--- src/rtl/sha1md_pkg.sv ---
// ----------------------------------------------------------------------------
// sha1md_pkg
// Shared constants and controller/datapath interface types for the
// streaming SHA-1 digest core.
// ----------------------------------------------------------------------------
package sha1md_pkg;

  localparam int unsigned NumHashWords  = 5;
  localparam int unsigned NumSchedWords = 16;
  localparam int unsigned LenWidth      = 61;
  localparam int unsigned RoundWidth    = 7;
  localparam int unsigned WordIdxWidth  = 3;
  localparam int unsigned CfgAddrWidth  = 3;

  localparam logic [RoundWidth-1:0]   LastRound   = 7'd79;
  localparam logic [WordIdxWidth-1:0] LastWordIdx = 3'd4;

  localparam logic [CfgAddrWidth-1:0] CfgPriorLen = 3'd5;

  localparam logic [NumHashWords-1:0][31:0] InitVec = {
    32'hC3D2E1F0, 32'h10325476, 32'h98BADCFE, 32'hEFCDAB89, 32'h67452301
  };

  localparam logic [31:0] K0 = 32'h5A827999;
  localparam logic [31:0] K1 = 32'h6ED9EBA1;
  localparam logic [31:0] K2 = 32'h8F1BBCDC;
  localparam logic [31:0] K3 = 32'hCA62C1D6;

  localparam logic [7:0] PadByte = 8'h80;

  typedef struct packed {
    logic                    take_item;
    logic                    pad;
    logic                    len_block;
    logic                    load_vars;
    logic                    round;
    logic                    add_hash;
    logic                    reload;
    logic [RoundWidth-1:0]   round_idx;
    logic [WordIdxWidth-1:0] word_idx;
  } dp_cmd_t;

  typedef struct packed {
    logic block_done;
    logic two_blocks;
  } dp_status_t;

endpackage

--- src/rtl/sha1md_ctrl.sv ---
// ----------------------------------------------------------------------------
// sha1md_ctrl
// Sequencer: byte intake, compression round counting, padding blocks and
// digest word output.
// ----------------------------------------------------------------------------
module sha1md_ctrl import sha1md_pkg::*; (
  input  logic                    clk_i,
  input  logic                    rst_ni,
  input  logic                    in_valid_i,
  output logic                    in_ready_o,
  input  logic                    end_of_message_i,
  output logic                    out_valid_o,
  input  logic                    out_ready_i,
  output logic [WordIdxWidth-1:0] word_index_o,
  output logic                    last_word_o,
  input  dp_status_t              status_i,
  output dp_cmd_t                 cmd_o
);

  localparam logic [2:0] S_IDLE  = 3'd0;
  localparam logic [2:0] S_INIT  = 3'd1;
  localparam logic [2:0] S_ROUND = 3'd2;
  localparam logic [2:0] S_FINAL = 3'd3;
  localparam logic [2:0] S_PAD   = 3'd4;
  localparam logic [2:0] S_LEN   = 3'd5;
  localparam logic [2:0] S_OUT   = 3'd6;

  localparam logic [1:0] PH_DATA = 2'd0;
  localparam logic [1:0] PH_PAD1 = 2'd1;
  localparam logic [1:0] PH_LAST = 2'd2;

  logic [2:0]              state_q, state_d;
  logic [1:0]              phase_q, phase_d;
  logic                    eom_q, eom_d;
  logic [RoundWidth-1:0]   round_q, round_d;
  logic [WordIdxWidth-1:0] word_q, word_d;

  assign in_ready_o   = (state_q == S_IDLE);
  assign out_valid_o  = (state_q == S_OUT);
  assign word_index_o = word_q;
  assign last_word_o  = (word_q == LastWordIdx);

  always_comb begin
    state_d = state_q;
    phase_d = phase_q;
    eom_d   = eom_q;
    round_d = round_q;
    word_d  = word_q;
    cmd_o   = '0;
    cmd_o.round_idx = round_q;
    cmd_o.word_idx  = word_q;
    unique case (state_q)
      S_IDLE: begin
        cmd_o.take_item = in_valid_i;
        if (in_valid_i) begin
          eom_d = end_of_message_i;
          if (status_i.block_done) begin
            phase_d = PH_DATA;
            state_d = S_INIT;
          end else if (end_of_message_i) begin
            state_d = S_PAD;
          end
        end
      end
      S_INIT: begin
        cmd_o.load_vars = 1'b1;
        round_d = '0;
        state_d = S_ROUND;
      end
      S_ROUND: begin
        cmd_o.round = 1'b1;
        round_d = round_q + 1'b1;
        if (round_q == LastRound) begin
          state_d = S_FINAL;
        end
      end
      S_FINAL: begin
        cmd_o.add_hash = 1'b1;
        case (phase_q)
          PH_DATA: state_d = eom_q ? S_PAD : S_IDLE;
          PH_PAD1: state_d = S_LEN;
          default: begin
            word_d  = '0;
            state_d = S_OUT;
          end
        endcase
      end
      S_PAD: begin
        cmd_o.pad = 1'b1;
        phase_d = status_i.two_blocks ? PH_PAD1 : PH_LAST;
        state_d = S_INIT;
      end
      S_LEN: begin
        cmd_o.len_block = 1'b1;
        phase_d = PH_LAST;
        state_d = S_INIT;
      end
      S_OUT: begin
        if (out_ready_i) begin
          word_d = word_q + 1'b1;
          if (word_q == LastWordIdx) begin
            cmd_o.reload = 1'b1;
            state_d = S_IDLE;
          end
        end
      end
      default: state_d = S_IDLE;
    endcase
  end

  always_ff @(posedge clk_i or negedge rst_ni) begin
    if (!rst_ni) begin
      state_q <= S_IDLE;
      phase_q <= PH_DATA;
      eom_q   <= 1'b0;
      round_q <= '0;
      word_q  <= '0;
    end else begin
      state_q <= state_d;
      phase_q <= phase_d;
      eom_q   <= eom_d;
      round_q <= round_d;
      word_q  <= word_d;
    end
  end

endmodule

--- src/rtl/sha1md_dp.sv ---
// ----------------------------------------------------------------------------
// sha1md_dp
// Datapath: configuration registers, message schedule shift line, round
// variables, hash state and length counter.
// ----------------------------------------------------------------------------
module sha1md_dp import sha1md_pkg::*; (
  input  logic                    clk_i,
  input  logic                    rst_ni,
  input  logic                    cfg_we_i,
  input  logic [CfgAddrWidth-1:0] cfg_addr_i,
  input  logic [LenWidth-1:0]     cfg_wdata_i,
  input  logic [7:0]              msg_byte_i,
  input  logic                    byte_present_i,
  input  dp_cmd_t                 cmd_i,
  output dp_status_t              status_o,
  output logic [31:0]             digest_word_o,
  output logic                    length_error_o
);

  logic [31:0]         init_q [NumHashWords];
  logic [LenWidth-1:0] prior_q;
  logic [31:0]         hash_q [NumHashWords];
  logic [31:0]         vars_q [NumHashWords];
  logic [31:0]         sched_q [NumSchedWords];
  logic [LenWidth-1:0] total_q;
  logic [5:0]          fill_q;
  logic                ovf_q;
  logic                open_q;

  logic        len_full;
  logic        byte_ok;
  logic [3:0]  widx;
  logic [7:0]  put_byte;
  logic [31:0] put_word;
  logic [31:0] cur_word;
  logic [31:0] len_hi;
  logic [31:0] len_lo;
  logic [31:0] xw;
  logic [31:0] wt;
  logic [31:0] fb;
  logic [31:0] kt;
  logic [31:0] tmp;

  assign len_full = (total_q == {LenWidth{1'b1}});
  assign byte_ok  = byte_present_i && !len_full;

  assign status_o.block_done = byte_ok && (fill_q == 6'd63);
  assign status_o.two_blocks = (fill_q >= 6'd56);

  assign widx     = fill_q[5:2];
  assign put_byte = cmd_i.pad ? PadByte : msg_byte_i;
  assign cur_word = sched_q[widx];

  always_comb begin
    case (fill_q[1:0])
      2'd0:    put_word = {put_byte, 24'd0};
      2'd1:    put_word = {cur_word[31:24], put_byte, 16'd0};
      2'd2:    put_word = {cur_word[31:16], put_byte, 8'd0};
      default: put_word = {cur_word[31:8], put_byte};
    endcase
  end

  assign len_hi = total_q[LenWidth-1:29];
  assign len_lo = {total_q[28:0], 3'd0};

  assign xw = sched_q[13] ^ sched_q[8] ^ sched_q[2] ^ sched_q[0];
  assign wt = (cmd_i.round_idx < 7'd16) ? sched_q[0] : {xw[30:0], xw[31]};

  always_comb begin
    if (cmd_i.round_idx < 7'd20) begin
      fb = (vars_q[1] & vars_q[2]) | (~vars_q[1] & vars_q[3]);
      kt = K0;
    end else if (cmd_i.round_idx < 7'd40) begin
      fb = vars_q[1] ^ vars_q[2] ^ vars_q[3];
      kt = K1;
    end else if (cmd_i.round_idx < 7'd60) begin
      fb = (vars_q[1] & vars_q[2]) | (vars_q[1] & vars_q[3]) | (vars_q[2] & vars_q[3]);
      kt = K2;
    end else begin
      fb = vars_q[1] ^ vars_q[2] ^ vars_q[3];
      kt = K3;
    end
  end

  assign tmp = {vars_q[0][26:0], vars_q[0][31:27]} + fb + vars_q[4] + wt + kt;

  assign digest_word_o  = hash_q[cmd_i.word_idx];
  assign length_error_o = ovf_q;

  always_ff @(posedge clk_i or negedge rst_ni) begin
    if (!rst_ni) begin
      for (int i = 0; i < NumHashWords; i++) begin
        init_q[i] <= InitVec[i];
        hash_q[i] <= InitVec[i];
      end
      prior_q <= '0;
      total_q <= '0;
      fill_q  <= '0;
      ovf_q   <= 1'b0;
      open_q  <= 1'b0;
    end else begin
      if (cfg_we_i) begin
        if (cfg_addr_i < CfgPriorLen) begin
          init_q[cfg_addr_i] <= cfg_wdata_i[31:0];
          if (!open_q) begin
            hash_q[cfg_addr_i] <= cfg_wdata_i[31:0];
          end
        end else if (cfg_addr_i == CfgPriorLen) begin
          prior_q <= cfg_wdata_i;
          if (!open_q) begin
            total_q <= cfg_wdata_i;
          end
        end
      end
      if (cmd_i.take_item && byte_present_i) begin
        open_q <= 1'b1;
        if (len_full) begin
          ovf_q <= 1'b1;
        end else begin
          total_q <= total_q + 1'b1;
          fill_q  <= fill_q + 1'b1;
        end
      end
      if (cmd_i.add_hash) begin
        for (int i = 0; i < NumHashWords; i++) begin
          hash_q[i] <= hash_q[i] + vars_q[i];
        end
      end
      if (cmd_i.reload) begin
        for (int i = 0; i < NumHashWords; i++) begin
          hash_q[i] <= init_q[i];
        end
        total_q <= prior_q;
        fill_q  <= '0;
        ovf_q   <= 1'b0;
        open_q  <= 1'b0;
      end
    end
  end

  always_ff @(posedge clk_i) begin
    if (cmd_i.take_item && byte_ok) begin
      sched_q[widx] <= put_word;
    end
    if (cmd_i.pad) begin
      for (int i = 0; i < NumSchedWords; i++) begin
        if (4'(i) > widx) begin
          sched_q[i] <= '0;
        end
      end
      sched_q[widx] <= put_word;
      if (!status_o.two_blocks) begin
        sched_q[14] <= len_hi;
        sched_q[15] <= len_lo;
      end
    end
    if (cmd_i.len_block) begin
      for (int i = 0; i < NumSchedWords - 2; i++) begin
        sched_q[i] <= '0;
      end
      sched_q[14] <= len_hi;
      sched_q[15] <= len_lo;
    end
    if (cmd_i.load_vars) begin
      for (int i = 0; i < NumHashWords; i++) begin
        vars_q[i] <= hash_q[i];
      end
    end
    if (cmd_i.round) begin
      for (int i = 0; i < NumSchedWords - 1; i++) begin
        sched_q[i] <= sched_q[i+1];
      end
      sched_q[15] <= wt;
      vars_q[0] <= tmp;
      vars_q[1] <= vars_q[0];
      vars_q[2] <= {vars_q[1][1:0], vars_q[1][31:2]};
      vars_q[3] <= vars_q[2];
      vars_q[4] <= vars_q[3];
    end
  end

endmodule

--- src/rtl/sha1_message_digest_core.sv ---
// ----------------------------------------------------------------------------
// sha1_message_digest_core
// Streaming SHA-1 with configurable initial state and prior length.
// A byte that fills a 64-byte block starts a compression (load, 80 rounds at
// one per cycle, hash add). End of message adds padding and compression (a
// second pad block and compression when the padding does not fit), then five
// digest words, one per accepted output cycle.
// Reset (async, active low) loads the standard initial words and zero length.
// ----------------------------------------------------------------------------
module sha1_message_digest_core import sha1md_pkg::*; (
  input  logic                    clk_i,
  input  logic                    rst_ni,
  input  logic                    cfg_we_i,
  input  logic [CfgAddrWidth-1:0] cfg_addr_i,
  input  logic [LenWidth-1:0]     cfg_wdata_i,
  input  logic                    in_valid_i,
  output logic                    in_ready_o,
  input  logic [7:0]              msg_byte_i,
  input  logic                    byte_present_i,
  input  logic                    end_of_message_i,
  output logic                    out_valid_o,
  input  logic                    out_ready_i,
  output logic [31:0]             digest_word_o,
  output logic [WordIdxWidth-1:0] word_index_o,
  output logic                    last_word_o,
  output logic                    length_error_o
);

  dp_cmd_t    cmd;
  dp_status_t status;

  sha1md_ctrl u_ctrl (
    .clk_i            (clk_i),
    .rst_ni           (rst_ni),
    .in_valid_i       (in_valid_i),
    .in_ready_o       (in_ready_o),
    .end_of_message_i (end_of_message_i),
    .out_valid_o      (out_valid_o),
    .out_ready_i      (out_ready_i),
    .word_index_o     (word_index_o),
    .last_word_o      (last_word_o),
    .status_i         (status),
    .cmd_o            (cmd)
  );

  sha1md_dp u_dp (
    .clk_i          (clk_i),
    .rst_ni         (rst_ni),
    .cfg_we_i       (cfg_we_i),
    .cfg_addr_i     (cfg_addr_i),
    .cfg_wdata_i    (cfg_wdata_i),
    .msg_byte_i     (msg_byte_i),
    .byte_present_i (byte_present_i),
    .cmd_i          (cmd),
    .status_o       (status),
    .digest_word_o  (digest_word_o),
    .length_error_o (length_error_o)
  );

endmodule
--- config.mk ---
export PLATFORM = sky130hd
export DESIGN_NAME = sha1_message_digest_core
export DESIGN_NICKNAME = d
export VERILOG_FILES = /design/src/rtl/sha1md_pkg.sv /design/src/rtl/sha1md_ctrl.sv /design/src/rtl/sha1md_dp.sv /design/src/rtl/sha1_message_digest_core.sv
export SDC_FILE = /design/constraint.sdc
export NUM_CORES = 2
export LEC_CHECK = 0
export ABC_AREA = 0
export BUFFER_PORTS_ARGS = -buffer_cell sky130_fd_sc_hd__buf_2
export CORE_MARGIN = 5
export CORE_UTILIZATION = 45
export CTS_CLUSTER_SIZE = 16
export DETAILED_ROUTE_END_ITERATION = 10
export PLACE_DENSITY = 0.65
export SYNTH_ARGS = -nofsm -noshare
export SYNTH_HDL_FRONTEND = slang
export SYNTH_SLANG_ARGS = --single-unit
--- constraint.sdc ---
create_clock -name clk_i -period 11.1 [get_ports clk_i]
set_input_delay 0.555 -clock clk_i [delete_from_list [all_inputs] [get_ports clk_i]]
set_output_delay 0.555 -clock clk_i [all_outputs]
set_load 0.1 [all_outputs]
==> results.ini <==
[floorplanning]
ios=118
die_area_sq_um=161700
core_sq_um=152400
num_rows=143
die_w_um=402.1
die_height_um=402.1
initial_utilization=0.4538

[setup_path]
slowest_delay_ns=0.84
cp.depth=24
r2r_slack_ns=3.31
reg2reg_to=u_dp.vars_q[0][29]
crit_buf_inv=5
worst_r2r_path_depth=24
end_kind=flip-flop
cp_data_arrival_time_ns=8.38
start_kind=flip-flop
worst_path_max_delay_cell=nor2b_1
r2r-start=u_ctrl.round_q[4]
crit_family=compound AO/OA/AOI/OAI gates
crit_fanout=31
cp_cell_sequence=o21ai_0 -> nor2b_1 -> inv_1 -> nand2_1 -> buf_4 -> nor2_1 -> a211oi_1 -> fa_1 -> inv_1 -> fa_1 -> fa_1 -> inv_1 -> ha_1 -> inv_1 -> fa_1 -> nor2b_1 -> o31a_1 -> o41a_1 -> o21ai_1 -> a21oi_1 -> o221ai_1 -> a21oi_1 -> o21a_1 -> o31ai_1
cp.required_ns=11.69
worstSetupPathType=flip-flop to flip-flop

[sta]
report.final.hold_viol_count=0
layout_min_cycle_time_ns=7.793
slew_violations=0
timing.fmax_ghz=0.1283
finClkSkew_ns=0.04388
period_share=0.7020
finalSetupViolCount=0
worst_pin_slew_ns=1.226
fin_tns_setup_ns=0
slew_headroom=0.1740
rsz0062_at_grt=no

[run_status]
status=finished clean

[place]
io_buffers=117
dp_cells=8718
dpl.hpwl_um=173500
place.gp.congestion=0.9847

[drt]
via_count=57090
vias_per_cell=6.365
drt_iter0_markers=7325
drc=0
wl_per_cell_um=27.62
drt-pass1-iter-count=8
ant_nets=0
totalWireLength_um=247800

[logic_synthesis]
synth_cell_types=107
yosysTopAreaCell=edfxtp_1
synth.top_cell.area_share=0.2778
async_reset_ff_frac=0.4095
synth.most_common_cell=nand2_1
synth_edf_count=640
ys_top_cells_by_count=nand2_1, o21ai_0, edfxtp_1, clkbuf_1, nor2_1
ys_warn_count=0
yosys_most_used_dff=edfxtp_1
synth_nets=7394
synth.area.top_cells=edfxtp_1, dfrtp_1, nand2_1
synthCells=6963
synth_area_sq_um=69180
avgSynthCellArea_sq_um=9.936
yosysSeqAreaShare=0.4585
ys_ff_latch=1138

[cells_and_area]
diodes=0
multi_input_area_sq_um=34910
area_growth_pct=9.754
stdcell_count=8970
nNetsFinal=7262
fill_cells=13920
register_area_sq_um=31730
drive_above_1_share=0.1408

[min_path]
min_to=u_dp.prior_q[56]
hold_path.startpoint=cfg_wdata_i[56]
hp-class=input port to flip-flop
hold_depth=2

[job]
maxCapViolCount=0

[global_route]
grt_overflow=0
grt_max_degree=210
antenna_found_initial=10
grt_usage=0.2985
grt_pass1_vias=55130
grt_first_pass_wirelength_um=365500

[clock_tree]
htree_num_levels=4
clk_pin_slew_ns=0.06
cts_sinks=1138
cts-root-buf=clkbuf_16
cts_max_path_buffers=3
cts_made_buffers=132
worstSkewPairLatency_ns=0.79
cts_tree=done

[pwr]
leakage_nw=31.01
peakVddDrop_v=0.0001309
power_mw=9.505
power_density_nw_per_um2=125.2

-- stage by stage --
step	utilization	hold WS [ns]	area (sq um)	setup WS, ns
after floorplan	-	0.2594	69180	2.161
after global placement	0.4695	0.4415	71570	3.318
after detailed placement	0.4695	0.4460	71570	3.255
after CTS	0.4980	0.001235	75920	3.300
after global routing	0.4981	0.01615	75930	2.906
final	0.4981	0.04739	75930	3.307
-- flip-flops by register name, indices dropped and copies added, names as in the netlist, 6 cells and up --
name,flops
u_dp.vars_q,160
u_dp.sched_q,512
u_dp.total_q,61
u_dp.fill_q,6
u_dp.init_q,160
u_dp.hash_q,160
u_ctrl.round_q,7
u_dp.prior_q,61
-- worst max-delay path by stage --
stage | from | slack [ns] | end
after floorplan | u_ctrl.state_q[0] | 2.16 | u_ctrl.round_q[6]
after global placement | u_ctrl.round_q[4] | 3.32 | u_dp.vars_q[0][24]
after detailed placement | u_ctrl.round_q[4] | 3.25 | u_dp.vars_q[0][29]
after CTS | u_ctrl.round_q[4] | 3.30 | u_dp.vars_q[0][29]
after global routing | u_ctrl.round_q[4] | 2.91 | u_dp.vars_q[0][24]
final | u_ctrl.round_q[4] | 3.31 | u_dp.vars_q[0][29]
-- logic make-up after synthesis --
| group | Yosys count | synth area share |
|---|---|---|
| and+or+nand+nor | 2189 | 0.1339 |
| xor gates and xnor gates | 263 | 0.03330 |
| AOI/OAI and AO/OA | 1985 | 0.1825 |
| DFF | 1138 | 0.4585 |
| buffers and inverters | 742 | 0.04219 |
| adders and majority gates | 352 | 0.07712 |
| muxes | 294 | 0.07243 |
-- cells in the final DEF (no fill, tap or decap), types with 50 or more instances in the layout --
master     instances
edfxtp_1         640
nor3_1            69
ha_1             228
clkbuf_16        133
buf_4             99
a221oi_1          76
dfstp_2          160
fa_1             124
mux4_2           152
dfrtp_1          301
o211ai_1          50
xor2_1            62
xnor2_1          201
a21oi_1          330
nand2_1         1423
inv_1            245
a211oi_1          55
mux2_2           133
a221o_1           55
a21o_1           178
nand3_1           85
nor2_1           339
o21ai_0          774
buf_2            116
-- worst register-to-register path, stage by stage (launching register included) --
cell and delay, ns:
dfrtp_1 0.49, o21ai_0 0.18, nor2b_1 0.84, inv_1 0.53, nand2_1 0.32, buf_4 0.39
nor2_1 0.08, a211oi_1 0.45, fa_1 0.50, inv_1 0.09, fa_1 0.41, fa_1 0.55
inv_1 0.04, ha_1 0.22, inv_1 0.07, fa_1 0.20, nor2b_1 0.07, o31a_1 0.29
o41a_1 0.40, o21ai_1 0.34, a21oi_1 0.20, o221ai_1 0.35, a21oi_1 0.16, o21a_1 0.19
o31ai_1 0.25
-- metal layers --
| metal | part of all wire | GRT usage |
|---|---|---|
| met1 | 0.39 | 0.4040 |
| met2 | 0.45 | 0.4686 |
| met3 | 0.11 | 0.05923 |
| met4 | 0.049 | 0.1304 |
| met5 | 0.000085 | 0 |
-- power breakdown --
part | internal (mW) | leakage, nW | switching (mW)
Sequential | 4.65 | 12.8 | 0.0955
Clock | 2.49 | 2.08 | 1.89
Combinational | 0.151 | 16.1 | 0.231
Total | 7.29 | 31.0 | 2.22
-- area by class of cell --
type	instances	share of cell area
well taps	2030	0.03345
multi-input cells	5083	0.4598
clock buffers	201	0.04967
flip-flops and latches	1138	0.4179
clock inverters	42	0.006575
repair buffers	231	0.02053
inverters	245	0.01211
-- what timing repair did --
item / 4_1_cts / 5_1_grt
endpoints found under the setup margin: 0 / 0
gates resized for setup: 0 / 0
buffers inserted: 0 / 0
hold endpoints to repair: 41 / 0
hold buffers: 8 / 0
Note: power is estimated with default switching activity, not from simulation.
